--- config.mk ---
export PLATFORM = sky130hd
export DESIGN_NAME = coverage_alpha_blend
export DESIGN_NICKNAME = d
export VERILOG_FILES = /design/src/hdl/cab_pkg.sv /design/src/hdl/coverage_alpha_blend.sv
export SDC_FILE = /design/constraint.sdc
export NUM_CORES = 2
export LEC_CHECK = 0
export ABC_AREA = 1
export BUFFER_PORTS_ARGS = -buffer_cell sky130_fd_sc_hd__buf_2
export CORE_MARGIN = 5
export CORE_UTILIZATION = 55
export DETAILED_ROUTE_END_ITERATION = 10
export HOLD_SLACK_MARGIN = 0.12
export PLACE_DENSITY = 0.74
export SLEW_MARGIN = 30
export SYNTH_ARGS = -nofsm -noshare
export SYNTH_HDL_FRONTEND = slang
export SYNTH_SLANG_ARGS = --single-unit
--- constraint.sdc ---
create_clock -name clk -period 9.95 [get_ports clk]
set_clock_uncertainty 0.1 [all_clocks]
set_input_delay 0.4975 -clock clk [delete_from_list [all_inputs] [get_ports clk]]
set_output_delay 0.4975 -clock clk [all_outputs]
set_load 0.01 [all_outputs]
--- src/hdl/cab_pkg.sv ---
// ----------------------------------------------------------------------------
// cab_pkg
// Shared constants, register indexes and helper functions for the
// coverage alpha blend pipeline.
// ----------------------------------------------------------------------------
package cab_pkg;

  localparam int CHAN_W     = 8;
  localparam int PIXEL_W    = 32;
  localparam int COORD_W    = 16;
  localparam int SURF_W     = 15;
  localparam int SHIFT_W    = 5;
  localparam int PROD_W     = 2 * CHAN_W;
  localparam int REG_IDX_W  = 3;
  localparam int CFG_DATA_W = 32;

  localparam logic [CHAN_W-1:0] CHAN_MAX = 8'hFF;

  localparam logic [PIXEL_W-1:0] FILL_COLOR_RST  = 32'd0;
  localparam logic [SHIFT_W-1:0] RED_SHIFT_RST   = 5'd16;
  localparam logic [SHIFT_W-1:0] GREEN_SHIFT_RST = 5'd8;
  localparam logic [SHIFT_W-1:0] BLUE_SHIFT_RST  = 5'd0;
  localparam logic [SHIFT_W-1:0] ALPHA_SHIFT_RST = 5'd24;
  localparam logic [SURF_W-1:0]  SURF_SIZE_RST   = 15'd0;

  typedef enum logic [REG_IDX_W-1:0] {
    REG_FILL_COLOR     = 3'd0,
    REG_RED_SHIFT      = 3'd1,
    REG_GREEN_SHIFT    = 3'd2,
    REG_BLUE_SHIFT     = 3'd3,
    REG_ALPHA_SHIFT    = 3'd4,
    REG_SURFACE_WIDTH  = 3'd5,
    REG_SURFACE_HEIGHT = 3'd6
  } cab_reg_t;

  typedef logic [CHAN_W-1:0] chan_t;
  typedef logic [PROD_W-1:0] prod_t;

  // (x + 127) / 255 via (y * 257) >> 16 with y = x + 128
  function automatic chan_t div255r(input prod_t x);
    logic [PROD_W:0]     y;
    logic [PROD_W+8:0]   t;
    begin
      y = {1'b0, x} + (PROD_W+1)'(128);
      t = {y, 8'd0} + {8'd0, y};
      return t[PROD_W+7:PROD_W];
    end
  endfunction

  function automatic chan_t sat8(input logic [CHAN_W:0] v);
    begin
      return v[CHAN_W] ? CHAN_MAX : v[CHAN_W-1:0];
    end
  endfunction

endpackage

--- src/hdl/coverage_alpha_blend.sv ---
// ----------------------------------------------------------------------------
// coverage_alpha_blend
// Five-stage pipeline that blends a fill color at glyph coverage strength
// onto one destination pixel, with clipping against the surface size.
// ----------------------------------------------------------------------------
// Data path: an input transaction passes the stage 1 to 4 registers and then
// the output register. Throughput: one transaction per cycle while out_ready
// is high; each stage advances when empty or when the stage after it
// advances, so bubbles are filled during a stall.
// Reset: synchronous active-low; clears all valid bits and loads register
// defaults (red 16, green 8, blue 0, alpha 24, color and surface size 0).
module coverage_alpha_blend (
  input  logic                               clk,
  input  logic                               rst_n,
  input  logic                               cfg_we,
  input  logic [cab_pkg::REG_IDX_W-1:0]      cfg_index,
  input  logic [cab_pkg::CFG_DATA_W-1:0]     cfg_wdata,
  input  logic                               in_valid,
  output logic                               in_ready,
  input  logic [cab_pkg::CHAN_W-1:0]         in_coverage,
  input  logic [cab_pkg::PIXEL_W-1:0]        in_dest_pixel,
  input  logic signed [cab_pkg::COORD_W-1:0] in_pixel_x,
  input  logic signed [cab_pkg::COORD_W-1:0] in_pixel_y,
  output logic                               out_valid,
  input  logic                               out_ready,
  output logic [cab_pkg::PIXEL_W-1:0]        out_new_pixel,
  output logic                               out_write_enable
);
  import cab_pkg::*;

  // configuration
  logic [PIXEL_W-1:0] fill_color_r;
  logic [SHIFT_W-1:0] red_shift_r, green_shift_r, blue_shift_r, alpha_shift_r;
  logic [SURF_W-1:0]  surface_width_r, surface_height_r;

  // stage enables
  logic en1, en2, en3, en4, en5;

  // stage 1
  logic               v1_r;
  prod_t              p1_r;
  logic               inside1_r;
  logic [PIXEL_W-1:0] d1_r;
  logic [3*CHAN_W-1:0] src1_r;
  logic               inside1_nxt;
  chan_t              opacity;

  // stage 2
  logic               v2_r;
  chan_t              a2_r, inv2_r;
  logic               we2_r;
  logic [PIXEL_W-1:0] d2_r;
  logic [3*CHAN_W-1:0] src2_r;
  chan_t              dch2_r [4];
  chan_t              a2_nxt;
  chan_t              dch2_nxt [4];
  logic [PIXEL_W-1:0] sh_red, sh_green, sh_blue, sh_alpha;

  // stage 3
  logic               v3_r;
  chan_t              a3_r;
  logic               we3_r;
  logic [PIXEL_W-1:0] d3_r;
  prod_t              ps3_r [3];
  prod_t              pd3_r [4];

  // stage 4
  logic               v4_r;
  logic               we4_r;
  logic [PIXEL_W-1:0] d4_r;
  chan_t              ch4_r [4];
  chan_t              ch4_nxt [4];

  // output stage
  logic               out_valid_r;
  logic [PIXEL_W-1:0] out_pixel_r;
  logic               out_we_r;
  logic [PIXEL_W-1:0] pix_nxt;

  always_ff @(posedge clk) begin
    if (!rst_n) begin
      fill_color_r     <= FILL_COLOR_RST;
      red_shift_r      <= RED_SHIFT_RST;
      green_shift_r    <= GREEN_SHIFT_RST;
      blue_shift_r     <= BLUE_SHIFT_RST;
      alpha_shift_r    <= ALPHA_SHIFT_RST;
      surface_width_r  <= SURF_SIZE_RST;
      surface_height_r <= SURF_SIZE_RST;
    end else if (cfg_we) begin
      case (cab_reg_t'(cfg_index))
        REG_FILL_COLOR:     fill_color_r     <= cfg_wdata[PIXEL_W-1:0];
        REG_RED_SHIFT:      red_shift_r      <= cfg_wdata[SHIFT_W-1:0];
        REG_GREEN_SHIFT:    green_shift_r    <= cfg_wdata[SHIFT_W-1:0];
        REG_BLUE_SHIFT:     blue_shift_r     <= cfg_wdata[SHIFT_W-1:0];
        REG_ALPHA_SHIFT:    alpha_shift_r    <= cfg_wdata[SHIFT_W-1:0];
        REG_SURFACE_WIDTH:  surface_width_r  <= cfg_wdata[SURF_W-1:0];
        REG_SURFACE_HEIGHT: surface_height_r <= cfg_wdata[SURF_W-1:0];
        default: ;
      endcase
    end
  end

  assign en5      = !out_valid_r || out_ready;
  assign en4      = !v4_r || en5;
  assign en3      = !v3_r || en4;
  assign en2      = !v2_r || en3;
  assign en1      = !v1_r || en2;
  assign in_ready = en1;

  // stage 1: coverage times opacity, clip test
  assign opacity     = CHAN_MAX - fill_color_r[CHAN_W-1:0];
  assign inside1_nxt = !in_pixel_x[COORD_W-1] && !in_pixel_y[COORD_W-1] &&
                       (in_pixel_x[SURF_W-1:0] < surface_width_r) &&
                       (in_pixel_y[SURF_W-1:0] < surface_height_r);

  // stage 2: effective alpha, destination channel extract
  assign a2_nxt   = div255r(p1_r);
  assign sh_red   = d1_r >> red_shift_r;
  assign sh_green = d1_r >> green_shift_r;
  assign sh_blue  = d1_r >> blue_shift_r;
  assign sh_alpha = d1_r >> alpha_shift_r;
  assign dch2_nxt[0] = sh_red[CHAN_W-1:0];
  assign dch2_nxt[1] = sh_green[CHAN_W-1:0];
  assign dch2_nxt[2] = sh_blue[CHAN_W-1:0];
  assign dch2_nxt[3] = sh_alpha[CHAN_W-1:0];

  // stage 4: rounded terms, sum, saturate
  always_comb begin
    for (int i = 0; i < 3; i++) begin
      ch4_nxt[i] = sat8({1'b0, div255r(ps3_r[i])} + {1'b0, div255r(pd3_r[i])});
    end
    ch4_nxt[3] = sat8({1'b0, a3_r} + {1'b0, div255r(pd3_r[3])});
  end

  // output stage: place channels
  assign pix_nxt = ({{(PIXEL_W-CHAN_W){1'b0}}, ch4_r[0]} << red_shift_r) |
                   ({{(PIXEL_W-CHAN_W){1'b0}}, ch4_r[1]} << green_shift_r) |
                   ({{(PIXEL_W-CHAN_W){1'b0}}, ch4_r[2]} << blue_shift_r) |
                   ({{(PIXEL_W-CHAN_W){1'b0}}, ch4_r[3]} << alpha_shift_r);

  always_ff @(posedge clk) begin
    if (!rst_n) begin
      v1_r        <= 1'b0;
      v2_r        <= 1'b0;
      v3_r        <= 1'b0;
      v4_r        <= 1'b0;
      out_valid_r <= 1'b0;
    end else begin
      if (en1) v1_r        <= in_valid;
      if (en2) v2_r        <= v1_r;
      if (en3) v3_r        <= v2_r;
      if (en4) v4_r        <= v3_r;
      if (en5) out_valid_r <= v4_r;
    end
  end

  always_ff @(posedge clk) begin
    if (en1) begin
      p1_r      <= prod_t'(in_coverage) * prod_t'(opacity);
      inside1_r <= inside1_nxt;
      d1_r      <= in_dest_pixel;
      src1_r    <= fill_color_r[PIXEL_W-1:CHAN_W];
    end
    if (en2) begin
      a2_r   <= a2_nxt;
      inv2_r <= CHAN_MAX - a2_nxt;
      we2_r  <= inside1_r && (a2_nxt != '0);
      d2_r   <= d1_r;
      src2_r <= src1_r;
      for (int i = 0; i < 4; i++) begin
        dch2_r[i] <= dch2_nxt[i];
      end
    end
    if (en3) begin
      a3_r     <= a2_r;
      we3_r    <= we2_r;
      d3_r     <= d2_r;
      ps3_r[0] <= prod_t'(src2_r[3*CHAN_W-1:2*CHAN_W]) * prod_t'(a2_r);
      ps3_r[1] <= prod_t'(src2_r[2*CHAN_W-1:CHAN_W]) * prod_t'(a2_r);
      ps3_r[2] <= prod_t'(src2_r[CHAN_W-1:0]) * prod_t'(a2_r);
      for (int i = 0; i < 4; i++) begin
        pd3_r[i] <= prod_t'(dch2_r[i]) * prod_t'(inv2_r);
      end
    end
    if (en4) begin
      we4_r <= we3_r;
      d4_r  <= d3_r;
      for (int i = 0; i < 4; i++) begin
        ch4_r[i] <= ch4_nxt[i];
      end
    end
    if (en5) begin
      out_we_r    <= we4_r;
      out_pixel_r <= we4_r ? pix_nxt : d4_r;
    end
  end

  assign out_valid        = out_valid_r;
  assign out_new_pixel    = out_pixel_r;
  assign out_write_enable = out_we_r;

  a_reset_clears : assert property (@(posedge clk)
    !rst_n |=> !out_valid_r && !v1_r && !v4_r)
    else $error("pipeline valid bits not cleared by reset");

  a_zero_cov : assert property (@(posedge clk) disable iff (!rst_n)
    in_valid && in_ready && (in_coverage == '0) |=> v1_r && (p1_r == '0))
    else $error("zero coverage gave nonzero alpha product");

  a_stall_hold : assert property (@(posedge clk) disable iff (!rst_n)
    v4_r && !en4 |=> v4_r && $stable(we4_r) && $stable(d4_r))
    else $error("stage 4 changed while stalled");

  a_no_write_zero_alpha : assert property (@(posedge clk) disable iff (!rst_n)
    v2_r && (a2_r == '0) |-> !we2_r)
    else $error("write flagged with zero alpha");

endmodule
Word level (Yosys, flattened, before mapping)
Memory sizes are Yosys's and may differ from the RTL's.
Cells that the tools add are included.
Widths: inputs -> output; s select.
Word-level totals
  register bits: 340
  latch bits: 0
  RAM bits: 176
  ROM bits: 0
  input bits: 112
  output and inout bits: 35
  word-level logic and storage cells: 117
  memories: 4
Cells by class
  $add $sub $neg: 22
  multiply operators: 8
  divide/modulo/power cells: 0
  magnitude comparators: 2
  equality and inequality tests: 6
  shift operators: 8
  mux-type cells: 11
  bitwise gates (word level): 3
  reduce and logical (&&, ||, !) cells: 25
Memories
  pd3_r: words 4, bits a word 16, read ports 4, clocked after memory_dff 0, write ports 4, line coverage_alpha_blend.sv:65  | prod_t pd3_r [4];
  ps3_r: words 3, bits a word 16, read ports 3, clocked after memory_dff 0, write ports 3, line coverage_alpha_blend.sv:64  | prod_t ps3_r [3];
  ch4_r: words 4, bits a word 8, read ports 4, clocked after memory_dff 0, write ports 4, line coverage_alpha_blend.sv:71  | chan_t ch4_r [4];
  dch2_r: words 4, bits a word 8, read ports 4, clocked after memory_dff 0, write ports 4, line coverage_alpha_blend.sv:54  | chan_t dch2_r [4];
Operators with widths (count)
  $add 24x17->24: 8
  $add 16x8->17 const B: 8
  $mul 8x8->16: 8
  $shl 8x5->32: 4
  $shr 32x5->8: 4
  $or 32x32->32: 3
  $add 8x8->9: 4
  $mux 32: 1
  $mux 8: 4
  $lt 15x15->1: 2
  $sub 8x8->8 const A: 2
  $reduce_and 2->1: 7
  $eq 3x3->1 const B: 3
  $reduce_bool 8->1: 1
  $logic_not 1->1: 7
  $eq 3x2->1 const B: 2
  $mux 1: 6
  $logic_or 1x1->1: 5
  $logic_and 1x1->1: 4
  $eq 3x1->1 const B: 1
  $logic_not 3->1: 1

Logic depth before layout (Yosys ltp)
  depth after elaboration: 7
  mapped depth: 24
  mapped depth without buffers: 24

Worst setup path before layout
No wires, ideal clock.
  kind: input -> register
  start point: input out_ready
  end point: register a2_r[0], enable pin
  setup time: 0.458 ns
  arrival: 8.202 ns
  data required time: 9.392 ns
  setup slack: 1.190 ns
  cell stages on the path: 8
  buffers on the path: 0
  path through: nor2_1 > inv_1 > nor2_1 > inv_1 > nor2_1 > inv_1 > nor2_1 > inv_1
Between the ends
  word-level cells in the longest chain between the ends: 4
RTL lines
  start: declaration: line coverage_alpha_blend.sv:25  | input logic out_ready,
  $logic_or 1x1->1: line coverage_alpha_blend.sv:103  | assign en5 = !out_valid_r || out_ready;
  net en5: line coverage_alpha_blend.sv:37  | logic en1, en2, en3, en4, en5;
  $logic_or 1x1->1: line coverage_alpha_blend.sv:104  | assign en4 = !v4_r || en5;
  net en4: line coverage_alpha_blend.sv:37
  $logic_or 1x1->1: line coverage_alpha_blend.sv:105  | assign en3 = !v3_r || en4;
  net en3: line coverage_alpha_blend.sv:37
  $logic_or 1x1->1: line coverage_alpha_blend.sv:106  | assign en2 = !v2_r || en3;
  net en2: line coverage_alpha_blend.sv:37
  end signal: assignment: line coverage_alpha_blend.sv:165  | a2_r <= a2_nxt;
  end: declaration: line coverage_alpha_blend.sv:50  | chan_t a2_r, inv2_r;
The timed path passes the listed nets, and every way through them passes these cells.
A chain may end at the register's enable or synchronous reset.

==> impl.org <==
** Outcome
- Result of the run :: finished, final reports clean

** Global route
- The initial antenna violation count is 9.
- Met1 capacity usage during global routing :: 37.8%
- Via count of the first global-routing pass :: 38410
- M2 GR Usage :: 47.9%
- Global routing met3 resource utilization :: 5.49%
- In this run the most used layer during global routing was met2.
- In the global route stage, overall resource usage came out at 28.9%.
- First-pass GRT wire length :: 208 mm
- Pin count of the biggest net entering global routing :: 86
- Leftover overflow at the end of global routing :: 0

** Die
- Row generation in the floorplan step produced 107 rows.
- The die covers 91000 µm².
- DIE WIDTH :: 302 µm
- The die is 302 µm tall.
- Area of the core :: 84700 µm²
- During I/O placement, the number of pins put on the boundary was 147.
- Starting utilization of the core area :: 55.2%

** Placed design
- Placed instance area :: around 48000 µm²
- The congestion estimate from routability-driven global placement came to 0.982.
- HPWL reported at the end of detailed placement :: 100 mm
- I/O Buffers :: about 150

** Pwr
- Clock network fraction of design power :: between 10% and 20%
- Net switching is 48.0% of the power.
- Power spread over the standard cell area amounts to 353 nW/µm².
- Peak supply drop :: 379 µV
- For this design the total switching power over the nets is between 8 and 9 mW.
- In this run, flip-flops and latches consume roughly a fifth of the power.
- P_int :: 9.34 mW
- Leakage power figure :: between 20 and 30 nW
- Logic gate share of total power :: 65.5%

** Timing
- Setup TNS :: 0 ps
- Remaining max-slew budget at the tightest pin :: 30.9%
- The count of pins over their slew limit is 0.
- Actual transition at the worst max-transition pin :: 1040 ps
- For the finished layout, the period the worst path requires is ~4800 ps.
- Setup violations remaining at the end of the flow were counted as 0.
- Setup repair after global routing left no endpoint under its margin.
- The final-report hold violation count came to 0.
- The final critical path takes up 48.7% of the cycle.
- Top achievable clock speed :: 206 MHz

** Detailed routing
- For this run, the detailed router's first-pass iteration total came to 9.
- After detailed routing, the total wire length is 133 mm.
- Routed wire length per instance :: 18.6 µm
- Violation count after the first detailed-route iteration :: 3782
- In the routed design, unresolved DRC markers number 0.
- Once detail routing completed, the nets flagged for antenna violations numbered 0.
- Via count normalized by instance count :: 5.53
- Count of vias placed by the detailed router :: 39468

** Worst setup path
- Worst reg-to-reg setup slack :: 5110 ps
- Startpoint type of the worst setup path :: register
- The number of cells on the worst reg-to-reg path is 20.
- FF-to-FF Start :: a2_r[2]
- For the worst setup path, the data arrival time is between 5000 and 6000 ps.
- Type of the setup path with the least slack :: reg -> reg
- In this run the worst path has a maximum fanout of 16.
- For the worst setup path, the data required time is 10200 ps.
- STA classifies the critical path endpoint as a register.
- Destination of the worst register-to-register timing path :: ps3_r[0][31]

** Logic synthesis
- The netlist uses ~60 different library cells.
- Largest area contributor in the synthesized netlist :: edfxtp_1
- Counting flops and latches in the post-synthesis netlist gives 516.
- After technology mapping, the gate count stands at 5886.
- The synthesized netlist occupies a cell area of 46800 µm².
- After synthesis, the mean cell area works out to about 7.9 µm².
- Number of nets produced by synthesis :: 6706
- Sequential elements use 31.3% of the synthesized area.
- Largest cells by area after synthesis :: edfxtp_1 28%, fa_1 12%, nand2_1 12%
- Portion of synthesized cell area occupied by the leading cell type :: roughly 28%
- Syn. warnings :: 0

** CTS
- Cells resized by post-CTS repair :: 0
- The H-tree was split into 2 levels.
- The number of clock buffers added by TritonCTS is 58.
- TritonCTS built the clock tree.
- Root Driver :: clkbuf_16
- Number of clock sinks :: 516
- Skew-Pair Late Insertion Delay :: 620 ps
- Clock-pin slew was measured on the worst setup and hold paths at 60 ps.
- Counting along the longest clock path gives a buffer depth of 3.

** Finish
- After the last flow step, the layout net total stands at 6766.
- From synthesis to final layout, the design area changed by 8.92%.
- Multi-input gate area :: 26900 µm²
- Final Cell Area :: 50900 µm²
- The filler cells instantiated in the layout total 7424.
- Of the cells placed in the final design, the portion with a size suffix greater than 1 is approximately 6.3%.
- Sequential standard cell area :: 14600 µm²

** Worst hold path
- Hold EP :: fill_color_r[2]
- The tightest min-delay check is of the in -> reg type.
- The worst hold path begins at cfg_wdata[2].
- Worst hold path cell count :: 3

** Flow run
- Across the run, the number of max-cap violations was 0.
kinds of logic after synthesis:
kind of cell	synth area share (%)
xor gates and xnor gates	3.39
and+or+nand+nor	19.5
adders and majority gates	23.6
muxes	0.471
buffers and inverters	11.2
DFF	31.3
AOI/OAI and AO/OA	10.5
synth_stat cells, drive strengths merged:
master   count
a211oi      11
a21boi      11
a21o        13
a21oi      255
a2bb2oi      1
a31o         4
a31oi       33
a41oi        1
and2         4
and3         2
and3b        2
buf         72
clkbuf     175
clkinv       4
dfxtp       87
edfxtp     429
fa         292
ha         416
inv       1111
mux2i       22
nand2     1464
nand3      238
nand3b       6
nand4       67
nor2       366
nor3        35
nor4         7
o2111ai      3
o211ai      30
o21a         6
o21ai      434
o21bai      21
o221ai      14
o22a        10
o22ai       30
o311ai       5
o31a         1
o31ai        6
or2         22
xnor2       46
xnor3        1
xor2       129
metrics by stage:
step / cells / utilization, % / setup WS [ps] / power, mW / hold slack [ps]
floorplan: 5886 / - / 1190 / 12.5 / 300
CTS: 7138 / 60.1 / 4930 / 18.0 / 179
global route: 7139 / 60.1 / 4780 / 19.8 / 223
detailed placement: 6969 / 56.9 / 4960 / 15.5 / 305
finish: 7140 / 60.1 / 5110 / 18.0 / 227
global placement: 6968 / 56.9 / 4840 / 15.2 / 300
final cells by class:
cell class	instances	area share, %
timing repair buffer	247	3.25
tap	1144	2.81
clock buffer	67	2.98
multi-input combinational	4008	52.8
clock inverter	42	1.19
antenna	1	0.00491
inverter	1115	8.23
sequential	516	28.7
layout by cell type (no fill, tap or decap), drive strengths merged, types with 67 or more instances in the layout:
cell and n:
nand2 1464, inv 1117, o21ai 434, edfxtp 429, ha 416, nor2 366, fa 292, a21oi 255
nand3 238, buf 187, xor2 129, dfxtp 87, nand4 67, clkbuf 67
critical path, stage by stage, from the launching register on:
cell,delay (ps)
edfxtp_1,640
buf_8,230
nand2_1,100
fa_1,530
fa_1,550
inv_1,50
fa_1,470
inv_1,50
fa_1,470
inv_1,40
ha_1,350
nand2_1,70
inv_1,70
nand3_1,60
o21ai_0,260
nand2_1,90
nand2_1,70
nand2_1,40
nand2_1,110
a21oi_1,90
xor2_1,140
routing by layer:
metal	up-vias	part of all wire [%]	wire [µm]
met2	1650	46	61600
met3	368	8.6	11400
met4	8	4.8	6310
met5	-	0.036	48
met1	18521	40	53200
li1	18921	-	-
registers in the layout, indices dropped and copies added, names as in the netlist, 8 cells and up:
name              flops
d3_r                 32
dch2_r               32
surface_width_r      15
out_new_pixel        32
a2_r                  8
surface_height_r     15
fill_color_r         32
src1_r               24
ps3_r                48
pd3_r                64
a3_r                  8
d4_r                 32
inv2_r                8
p1_r                 16
ch4_r                32
d1_r                 32
src2_r               24
d2_r                 32
power groups by stage:
stage	Clock [mW]	Combinational (mW)	Sequential [mW]
3_5_place_dp	0	11.6	3.85
2_1_floorplan	0	8.91	3.63
3_3_place_gp	0	11.3	3.85
5_1_grt	2.52	13.4	3.84
6_report	2.39	11.8	3.80
4_1_cts	2.42	11.7	3.81
timing repair:
action	CTS	global route
setup buffers	0	0
hold endpoints to repair	75	0
hold buffers	60	0
worst max-delay path by stage:
stage | startpoint | end | cells past startpoint
global placement | a2_r[2] | ps3_r[0][31] | 19
finish | a2_r[2] | ps3_r[0][31] | 20
detailed placement | a2_r[7] | ps3_r[0][12] | 14
global route | pd3_r[2][7] | ch4_r[2][7] | 23
floorplan | out_ready | a2_r[0] | 8
CTS | a2_r[7] | ps3_r[0][12] | 14
Power figures use the tool's default switching activity.
